$ cat config.mk
export PLATFORM = sky130hd
export DESIGN_NAME = lru_page_replacement_top
export DESIGN_NICKNAME = d
export VERILOG_FILES = /design/src/rtl/lrupr_pkg.sv /design/src/rtl/lrupr_cell.sv /design/src/rtl/lru_page_replacement_top.sv
export SDC_FILE = /design/constraint.sdc
export NUM_CORES = 2
export LEC_CHECK = 0
export ABC_AREA = 0
export BUFFER_PORTS_ARGS = -buffer_cell sky130_fd_sc_hd__buf_2
export CAP_MARGIN = 20
export CORE_ASPECT_RATIO = 1.2
export CORE_MARGIN = 1
export CORE_UTILIZATION = 62
export DETAILED_ROUTE_END_ITERATION = 10
export PLACE_DENSITY_LB_ADDON = 0.15
export SYNTH_ARGS = -nofsm -noshare
export SYNTH_HDL_FRONTEND = slang
export SYNTH_HIERARCHICAL = 1
export SYNTH_SLANG_ARGS = --single-unit
$ cat constraint.sdc
create_clock -name clock -period 10.8 [get_ports clock]
set_input_delay 2.7 -clock clock [delete_from_list [all_inputs] [get_ports clock]]
set_output_delay 2.7 -clock clock [all_outputs]
set_load 0.02 [all_outputs]
$ cat src/rtl/lrupr_pkg.sv
// Shared types and constants for the LRU page replacement block.
`timescale 1ns / 1ps

package lrupr_pkg;

   localparam int FRAMES_DEF    = 16;
   localparam int PAGE_BITS_DEF = 16;

   localparam int CSR_W   = 5;
   localparam int PAGE_W  = 16;
   localparam int FRAME_W = 4;
   localparam int TALLY_W = 32;

   localparam logic [CSR_W-1:0]   CSR_RESET = 5'd16;
   localparam logic [TALLY_W-1:0] TALLY_MAX = '1;

   typedef struct packed {
      logic              restart;
      logic [PAGE_W-1:0] page;
   } req_type;

   typedef struct packed {
      logic               hit;
      logic [FRAME_W-1:0] frame_index;
      logic               evicted_valid;
      logic [PAGE_W-1:0]  evicted_page;
      logic [TALLY_W-1:0] fault_total;
   } rsp_type;

endpackage

$ cat src/rtl/lrupr_cell.sv
// One frame of the replacement table: page, valid mark, recency rank and a search stage.
`timescale 1ns / 1ps

module lrupr_cell
   import lrupr_pkg::*;
#(
   parameter int FRAMES    = FRAMES_DEF,
   parameter int PAGE_BITS = PAGE_BITS_DEF,
   parameter int INDEX     = 0,
   localparam int IW       = (FRAMES > 1) ? $clog2(FRAMES) : 1,
   localparam int CW       = $clog2(FRAMES + 1),
   localparam int PROBE_W  = 1 + PAGE_BITS + 3 * (1 + 2 * IW) + PAGE_BITS,
   localparam int UPD_W    = 3 + 2 * IW + PAGE_BITS
) (
   input  logic               clock,
   input  logic               reset,
   input  logic [CW-1:0]      active_count,
   input  logic [UPD_W-1:0]   upd_bits,
   input  logic [PROBE_W-1:0] probe_in_bits,
   output logic [PROBE_W-1:0] probe_out_bits
);

   typedef struct packed {
      logic                 go;
      logic [PAGE_BITS-1:0] page;
      logic                 found;
      logic [IW-1:0]        hit_idx;
      logic [IW-1:0]        hit_rank;
      logic                 empty_found;
      logic [IW-1:0]        empty_idx;
      logic [IW-1:0]        empty_rank;
      logic                 best_found;
      logic [IW-1:0]        best_idx;
      logic [IW-1:0]        best_rank;
      logic [PAGE_BITS-1:0] best_page;
   } probe_type;

   typedef struct packed {
      logic                 clear;
      logic                 apply;
      logic                 write;
      logic [IW-1:0]        frame;
      logic [IW-1:0]        rank;
      logic [PAGE_BITS-1:0] page;
   } upd_type;

   localparam logic [IW-1:0] MY_IDX = IW'(INDEX);

   probe_type            probe_in;
   probe_type            probe_in_nxt;
   probe_type            probe_ff;
   upd_type              upd;
   logic [PAGE_BITS-1:0] page_ff;
   logic                 valid_ff;
   logic [IW-1:0]        rank_ff;
   logic                 valid_in;
   logic [IW-1:0]        rank_in;
   logic                 active_here;

   assign probe_in       = probe_type'(probe_in_bits);
   assign upd            = upd_type'(upd_bits);
   assign probe_out_bits = PROBE_W'(probe_ff);
   assign active_here    = INDEX < int'(active_count);

   always_comb begin
      probe_in_nxt = probe_in;
      if (active_here && valid_ff && page_ff == probe_in.page && !probe_in.found) begin
         probe_in_nxt.found    = 1'b1;
         probe_in_nxt.hit_idx  = MY_IDX;
         probe_in_nxt.hit_rank = rank_ff;
      end
      if (active_here && !valid_ff && !probe_in.empty_found) begin
         probe_in_nxt.empty_found = 1'b1;
         probe_in_nxt.empty_idx   = MY_IDX;
         probe_in_nxt.empty_rank  = rank_ff;
      end
      if (active_here && valid_ff &&
          (!probe_in.best_found || rank_ff > probe_in.best_rank)) begin
         probe_in_nxt.best_found = 1'b1;
         probe_in_nxt.best_idx   = MY_IDX;
         probe_in_nxt.best_rank  = rank_ff;
         probe_in_nxt.best_page  = page_ff;
      end
   end

   always_comb begin
      valid_in = valid_ff;
      rank_in  = rank_ff;
      if (upd.clear) begin
         valid_in = 1'b0;
         rank_in  = MY_IDX;
      end else if (upd.apply) begin
         if (upd.frame == MY_IDX) begin
            rank_in = '0;
            if (upd.write) begin
               valid_in = 1'b1;
            end
         end else if (rank_ff < upd.rank) begin
            rank_in = rank_ff + 1'b1;
         end
      end
   end

   always_ff @(posedge clock) begin
      if (reset) begin
         valid_ff    <= 1'b0;
         rank_ff     <= MY_IDX;
         probe_ff.go <= 1'b0;
      end else begin
         valid_ff    <= valid_in;
         rank_ff     <= rank_in;
         probe_ff.go <= probe_in_nxt.go;
      end
      probe_ff.page        <= probe_in_nxt.page;
      probe_ff.found       <= probe_in_nxt.found;
      probe_ff.hit_idx     <= probe_in_nxt.hit_idx;
      probe_ff.hit_rank    <= probe_in_nxt.hit_rank;
      probe_ff.empty_found <= probe_in_nxt.empty_found;
      probe_ff.empty_idx   <= probe_in_nxt.empty_idx;
      probe_ff.empty_rank  <= probe_in_nxt.empty_rank;
      probe_ff.best_found  <= probe_in_nxt.best_found;
      probe_ff.best_idx    <= probe_in_nxt.best_idx;
      probe_ff.best_rank   <= probe_in_nxt.best_rank;
      probe_ff.best_page   <= probe_in_nxt.best_page;
      if (!upd.clear && upd.apply && upd.write && upd.frame == MY_IDX) begin
         page_ff <= upd.page;
      end
   end

endmodule

$ cat src/rtl/lru_page_replacement_top.sv
// Top level of the LRU page replacement block: chain of frame cells and sequencing.
`timescale 1ns / 1ps

// Usage:
//   req_valid/req_ready/req_data carry one page reference (restart flag, page).
//   rsp_valid/rsp_ready/rsp_data return one result per reference: hit, frame,
//   evicted page and the saturating fault count.
//   csr_wr_en/csr_wr_data write frames_in_use; write only while the block is idle.
//   A reference travels down a chain of FRAMES cells, one cell per cycle, each
//   folding its frame into the search record; the record is then captured, and
//   once the output register is free the table update is broadcast and the
//   result loaded into it. A new reference is taken only after that load.
//   A finished result waits in the output register; a new reference is taken
//   meanwhile, and the next result is held back until the waiting one transfers.
//   Reset (synchronous, active high) empties all frames, sets ranks to frame
//   order, clears the fault count and sets frames_in_use to 16.
module lru_page_replacement_top
   import lrupr_pkg::*;
#(
   parameter int FRAMES    = FRAMES_DEF,
   parameter int PAGE_BITS = PAGE_BITS_DEF
) (
   input  logic             clock,
   input  logic             reset,
   input  logic             req_valid,
   output logic             req_ready,
   input  req_type          req_data,
   output logic             rsp_valid,
   input  logic             rsp_ready,
   output rsp_type          rsp_data,
   input  logic             csr_wr_en,
   input  logic [CSR_W-1:0] csr_wr_data
);

   localparam int IW      = (FRAMES > 1) ? $clog2(FRAMES) : 1;
   localparam int CW      = $clog2(FRAMES + 1);
   localparam int PROBE_W = 1 + PAGE_BITS + 3 * (1 + 2 * IW) + PAGE_BITS;
   localparam int UPD_W   = 3 + 2 * IW + PAGE_BITS;

   typedef struct packed {
      logic                 go;
      logic [PAGE_BITS-1:0] page;
      logic                 found;
      logic [IW-1:0]        hit_idx;
      logic [IW-1:0]        hit_rank;
      logic                 empty_found;
      logic [IW-1:0]        empty_idx;
      logic [IW-1:0]        empty_rank;
      logic                 best_found;
      logic [IW-1:0]        best_idx;
      logic [IW-1:0]        best_rank;
      logic [PAGE_BITS-1:0] best_page;
   } probe_type;

   typedef struct packed {
      logic                 clear;
      logic                 apply;
      logic                 write;
      logic [IW-1:0]        frame;
      logic [IW-1:0]        rank;
      logic [PAGE_BITS-1:0] page;
   } upd_type;

   typedef enum logic [1:0] {
      ST_IDLE,
      ST_SCAN,
      ST_DONE
   } state_type;

   state_type          state_ff;
   state_type          state_in;
   logic [CSR_W-1:0]   csr_ff;
   logic [TALLY_W-1:0] tally_ff;
   logic [TALLY_W-1:0] tally_in;
   logic [TALLY_W-1:0] tally_next;
   probe_type          launch_ff;
   probe_type          res_ff;
   logic               rsp_valid_ff;
   logic               rsp_valid_in;
   rsp_type            rsp_data_ff;
   rsp_type            rsp_data_in;
   logic [CW-1:0]      active_count;
   logic [PROBE_W-1:0] chain [FRAMES+1];
   probe_type          chain_end;
   upd_type            upd;
   logic               accept;
   logic               load;
   logic               evict;
   logic [IW-1:0]      pick_idx;
   logic [IW-1:0]      pick_rank;

   assign req_ready = state_ff == ST_IDLE;
   assign accept    = req_valid && req_ready;
   assign load      = state_ff == ST_DONE && (!rsp_valid_ff || rsp_ready);
   assign rsp_valid = rsp_valid_ff;
   assign rsp_data  = rsp_data_ff;
   assign chain[0]  = PROBE_W'(launch_ff);
   assign chain_end = probe_type'(chain[FRAMES]);

   always_comb begin
      if (csr_ff == '0) begin
         active_count = CW'(1);
      end else if (int'(csr_ff) > FRAMES) begin
         active_count = CW'(FRAMES);
      end else begin
         active_count = CW'(csr_ff);
      end
   end

   always_comb begin
      evict = 1'b0;
      if (res_ff.found) begin
         pick_idx  = res_ff.hit_idx;
         pick_rank = res_ff.hit_rank;
      end else if (res_ff.empty_found) begin
         pick_idx  = res_ff.empty_idx;
         pick_rank = res_ff.empty_rank;
      end else begin
         pick_idx  = res_ff.best_idx;
         pick_rank = res_ff.best_rank;
         evict     = 1'b1;
      end
   end

   always_comb begin
      upd.clear = accept && req_data.restart;
      upd.apply = load;
      upd.write = !res_ff.found;
      upd.frame = pick_idx;
      upd.rank  = pick_rank;
      upd.page  = res_ff.page;
   end

   assign tally_next = (!res_ff.found && tally_ff != TALLY_MAX) ? tally_ff + 1'b1 : tally_ff;

   always_comb begin
      state_in     = state_ff;
      tally_in     = tally_ff;
      rsp_valid_in = rsp_valid_ff && !rsp_ready;
      rsp_data_in  = rsp_data_ff;
      unique case (state_ff)
         ST_IDLE: begin
            if (accept) begin
               state_in = ST_SCAN;
               if (req_data.restart) begin
                  tally_in = '0;
               end
            end
         end
         ST_SCAN: begin
            if (chain_end.go) begin
               state_in = ST_DONE;
            end
         end
         ST_DONE: begin
            if (load) begin
               state_in                  = ST_IDLE;
               tally_in                  = tally_next;
               rsp_valid_in              = 1'b1;
               rsp_data_in.hit           = res_ff.found;
               rsp_data_in.frame_index   = FRAME_W'(pick_idx);
               rsp_data_in.evicted_valid = evict;
               rsp_data_in.evicted_page  = evict ? PAGE_W'(res_ff.best_page) : '0;
               rsp_data_in.fault_total   = tally_next;
            end
         end
         default: begin
            state_in = ST_IDLE;
         end
      endcase
   end

   always_ff @(posedge clock) begin
      if (reset) begin
         state_ff     <= ST_IDLE;
         tally_ff     <= '0;
         rsp_valid_ff <= 1'b0;
         csr_ff       <= CSR_RESET;
         launch_ff.go <= 1'b0;
      end else begin
         state_ff     <= state_in;
         tally_ff     <= tally_in;
         rsp_valid_ff <= rsp_valid_in;
         launch_ff.go <= accept;
         if (csr_wr_en) begin
            csr_ff <= csr_wr_data;
         end
      end
      rsp_data_ff <= rsp_data_in;
      if (accept) begin
         launch_ff.page        <= PAGE_BITS'(req_data.page);
         launch_ff.found       <= 1'b0;
         launch_ff.hit_idx     <= '0;
         launch_ff.hit_rank    <= '0;
         launch_ff.empty_found <= 1'b0;
         launch_ff.empty_idx   <= '0;
         launch_ff.empty_rank  <= '0;
         launch_ff.best_found  <= 1'b0;
         launch_ff.best_idx    <= '0;
         launch_ff.best_rank   <= '0;
         launch_ff.best_page   <= '0;
      end
      if (state_ff == ST_SCAN && chain_end.go) begin
         res_ff <= chain_end;
      end
   end

   for (genvar i = 0; i < FRAMES; i++) begin : g_cell
      lrupr_cell #(
         .FRAMES    (FRAMES),
         .PAGE_BITS (PAGE_BITS),
         .INDEX     (i)
      ) u_cell (
         .clock          (clock),
         .reset          (reset),
         .active_count   (active_count),
         .upd_bits       (UPD_W'(upd)),
         .probe_in_bits  (chain[i]),
         .probe_out_bits (chain[i+1])
      );
   end

endmodule

* Yosys cells after proc, flatten, opt, wreduce, memory -nomap -nowiden *
Cells that the tools add are included.

operators by class
  add/subtract/negate cells = 17
  order comparisons = 48
  eq/ne operators = 38
  muxes and demuxes = 96
  bitwise operators = 1
  reductions and logical operators = 254

operators with widths
  operator               count
  $mux 20                15
  $mux 4                 66
  $eq 16x16->1           16
  $mux 32                4
  $logic_and 1x1->1      117
  $logic_not 1->1        65
  $add 4x1->4 const B    16
  $lt 4x4->1             16
  $pmux 32 s2            1
  $gt 4x4->1             15
  $reduce_and 3->1       17
  $lt 4x5->1 const A     8
  $reduce_and 2->1       17
  $reduce_bool 2->1      17
  $add 32x1->32 const B  1
  $eq 4x4->1 const B     8
  $ne 32x32->1 const B   1
  $lt 3x5->1 const A     4
  $eq 4x3->1 const B     4
  $logic_or 1x1->1       16
  $lt 1x5->1 const A     2
  $lt 2x5->1 const A     2
  $mux 5                 2
  $eq 4x2->1 const B     2
  15 further kinds       22

storage, ports and cells
  bits in registers = 1419
  input bits = 27
  output and inout port bits = 56
  logic and storage cells = 711

* Depth between registers and ports, before layout *
  depth after elaboration = 8
  depth in mapped cells = 12
  depth with buffers taken out = 10

* Hierarchy *
The synthesis kept the hierarchy.

by module, submodules not included
  module                          times used  cells each  area an instance (um^2)  sequential area each (um^2)
  lru_page_replacement_top        1           523         6980.4                   4664.5
  lrupr_cell (g_cell[15].u_cell)  1           346         3490.8                   1781.7
  lrupr_cell (g_cell[4].u_cell)   1           208         2826.5                   1781.7
  lrupr_cell (g_cell[0].u_cell)   1           205         2824.0                   1781.7
  lrupr_cell (g_cell[1].u_cell)   1           204         2817.7                   1781.7
  lrupr_cell (g_cell[8].u_cell)   1           204         2808.9                   1781.7
  lrupr_cell (g_cell[6].u_cell)   1           203         2807.7                   1781.7
  lrupr_cell (g_cell[2].u_cell)   1           202         2805.2                   1781.7
  lrupr_cell (g_cell[7].u_cell)   1           203         2796.4                   1781.7
  lrupr_cell (g_cell[5].u_cell)   1           204         2787.7                   1781.7
  lrupr_cell (g_cell[3].u_cell)   1           204         2786.4                   1781.7
  lrupr_cell (g_cell[12].u_cell)  1           205         2785.2                   1781.7
  lrupr_cell (g_cell[11].u_cell)  1           204         2782.7                   1781.7
  lrupr_cell (g_cell[14].u_cell)  1           202         2782.7                   1781.7
  +3 rows                         --          --          --                       --

* Worst setup path before layout *
No wires, ideal clock.

  path kind = input to register
  start = input port rsp_ready
  end = register g_cell[15].u_cell.page_ff[0] (enable)
  setup time = 0.409 ns
  arrival = 8.943 ns
  required time = 10.391 ns
  slack = 1.448 ns
  stages on the path = 4
  buffers on the path = 0
  cells stage by stage = nor2b_1 nor2_1 nand2_1 nor3_1

between the ends
  longest elaborated chain between the ends = 5

RTL lines
  what                            line                            source
  start, declared                 lru_page_replacement_top.sv:29  input logic rsp_ready,
  $logic_or 1x1->1                lru_page_replacement_top.sv:94  assign load = state_ff == ST_DONE && (!rsp_valid_ff || rsp_ready);
  $logic_and 1x1->1               lru_page_replacement_top.sv:94
  via load                        lru_page_replacement_top.sv:87  logic load;
  $logic_and 1x1->1 (3 in a row)  lrupr_cell.sv:125               if (!upd.clear && upd.apply && upd.write && upd.frame == MY_IDX) begin
  end signal, assigned            lrupr_cell.sv:126               page_ff <= upd.page;
  end, declared                   lrupr_cell.sv:53                logic [PAGE_BITS-1:0] page_ff;

The timed path passes the listed nets, and every way through them passes these cells.
A chain may end at the register's enable or synchronous reset.

* Worst setup path after layout *
  start = register state_ff[1]
  end = output port req_ready

between the ends
  longest elaborated chain between the ends = 1

RTL lines
  what                    line                             source
  start, declared         lru_page_replacement_top.sv:70   state_type state_ff;
  start signal, assigned  lru_page_replacement_top.sv:181  state_ff <= state_in;
  $logic_not 2->1         lru_page_replacement_top.sv:92   assign req_ready = state_ff == ST_IDLE;
  end, declared           lru_page_replacement_top.sv:26   output logic req_ready,

Every way passes these cells.

==> impl_metrics.ini <==
[grt]
grt_antenna_before_repair = 0
grt_pass1_vias = 29300
grt_usage = 0.233
grt_max_degree = 143
grt_pass1_wl_microns = 155000
grt_overflow = 0

[power]
p_switching_uw = 2210
power.leakage_uw = 0.0230
power_frac_comb = 0.026
power_switching_share = 0.198
vdd_drop_max_v = 0.000200
seqPwrFrac = 0.528
powerDensity_nw_per_um2 = 188
p_clk_frac = 0.446
intPower_uw = 8950

[final_layout]
antenna_cells = 0
syn2layout_area_growth_pct = 13.2
nets = 4323
fillCellCount = 5806
drive_above_1_share = 0.236

[clock_network]
numCtsBuffers = 138
cts-hold-fix-buffers = 0
ctsHtreeMaxLevel = 4
ctsLongestPathBuffers = 3
cts-root-buf = clkbuf_16
clock_sinks = 1464
path_clk_slew_ns = 0.06
post_cts_buffers = 0
ctsResizeCount = 0
cts_tree = built
clock_latency_ns = 0.73

[floorplan]
coreArea_sq_um = 83500
die_h_microns = 320
die_w_microns = 267
ios = 83
start_util = 0.627
design.die.area_sq_um = 85600
rows = 116

[sta]
setup_viol = 0
fmax_ghz = 0.245
rsz0062_at_grt = false
hold_ws_ns = 0.354
worstMarginPinSlew_ns = 1.21
finalCritPeriodShare = 0.378
slew_violations = 0
hold_violations = 0
fin_setup_tns_ns = 0
period_needed_ns = 4.09
skew_ns = 0.0235
slew_headroom = 0.192

[setup_path]
start_kind = register
critPathTopFamily = flip-flops
crit_arrival_ns = 1.39
crit_chain = nor2_1 > buf_2
critical_path_buf_inv_count = 1
critPathSlowestCell = dfxtp_1
cp.required_ns = 8.10
max_stage_delay_ns = 0.45
worstSetupEndpointType = output pin
path_class = register to output pin
cp_max_fo = 7

[synthesis]
syn_avg_cell_area_sq_um = 13.3
synth.yosys.warnings = 6
netlist_area_sq_um = 52400
synth_cells = 3928

[hold_path]
hold_class = register to register

[placement]
detailed_place_hpwl_microns = 69500
place_congestion = 0.874
port_buffers = 82

[drt]
antenna_left = 0
drtIter0Drc = 1491
vias = 28800
first_pass_iters = 5
finalWirelength_microns = 98100
drc = 0
via_per_inst = 5.33
wire_per_inst_microns = 18.2

[status]
status = finished clean

[run]
drv_cap = 0
==> power groups by stage <==
stage / logic (uW) / clock network (uW) / registers [uW]
detailed placement: 286 / 0 / 6010
global placement: 283 / 0 / 6010
CTS: 291 / 5070 / 5900
global route: 320 / 5280 / 5910
floorplan: 222 / 0 / 5990
finish: 290 / 4980 / 5890
==> final cells by class <==
| cell class | instances | area, sq um | area share |
|---|---|---|---|
| timing repair buffer | 134 | 841 | 0.0142 |
| inverter | 159 | 597 | 0.0101 |
| multi-input combinational | 2270 | 18500 | 0.311 |
| clock inverter | 55 | 766 | 0.0129 |
| sequential | 1464 | 33200 | 0.559 |
| tap | 1121 | 1400 | 0.0237 |
| clock buffer | 200 | 4060 | 0.0686 |
==> worst paths after layout <==
| path | from | end | slack (ns) | cells past startpoint |
|---|---|---|---|---|
| worst max-delay path | state_ff[1] | req_ready | 6.71 | 2 |
| worst min-delay path | g_cell[7].u_cell/probe_out_bits[53] | g_cell[8].u_cell/probe_out_bits[53] | 0.35 | 0 |
| worst max register to register | res_ff[33] | g_cell[8].u_cell/page_ff[6] | 7.38 | 7 |
| worst min register to register | g_cell[7].u_cell/probe_out_bits[53] | g_cell[8].u_cell/probe_out_bits[53] | 0.35 | 0 |
==> layer usage <==
metal / vias up / GRT usage / share of wire
met3: 216 / 0.0359 / 0.035
met2: 576 / 0.443 / 0.54
met5: - / 0 / 0
li1: 14400 / - / -
met4: 0 / 0.103 / 0.038
met1: 13600 / 0.250 / 0.39
==> state kept, by name, indices dropped and copies added (netlist names), 16 cells and up <==
name                          count
g_cell.u_cell/page_ff           256
g_cell.u_cell/rank_ff            64
g_cell.u_cell/probe_out_bits    959
res_ff                           58
tally_ff                         32
rsp_data                         54
g_cell.u_cell/valid_ff           16
chain                            17
==> placed cells by master, fill, tap and decap left out, types with 25 or more instances in the layout <==
cell and instances:
a31oi_1 48, nand2b_1 47, or2_2 119, xnor2_1 176
nor2_1 97, buf_4 48, mux2_2 412, nand2_1 137
dfxtp_1 1080, nor4_1 26, clkbuf_16 144, ha_1 129
o2111ai_1 25, nor2b_1 106, a21oi_1 49, and2_1 46
nand4_1 49, nor3_1 45, buf_2 82, conb_1 51
inv_1 159, xor2_1 111, nand3_1 90, o21ai_0 60
edfxtp_1 384, clkbuf_8 25, clkbuf_1 31
==> per-stage QoR <==
| step | instances | power (uW) | util | setup slack [ns] | instance area [sq um] |
|---|---|---|---|---|---|
| 5_1_grt | 5403 | 11500 | 0.710 | 6.60 | 59300 |
| 2_1_floorplan | 3978 | 6210 | - | 1.45 | 52500 |
| 3_3_place_gp | 5145 | 6290 | 0.652 | 6.09 | 54400 |
| 3_5_place_dp | 5146 | 6300 | 0.652 | 6.10 | 54400 |
| 6_report | 5403 | 11200 | 0.710 | 6.71 | 59300 |
| 4_1_cts | 5401 | 11300 | 0.710 | 6.65 | 59300 |
No activity file was read; power rests on OpenSTA's default activity.
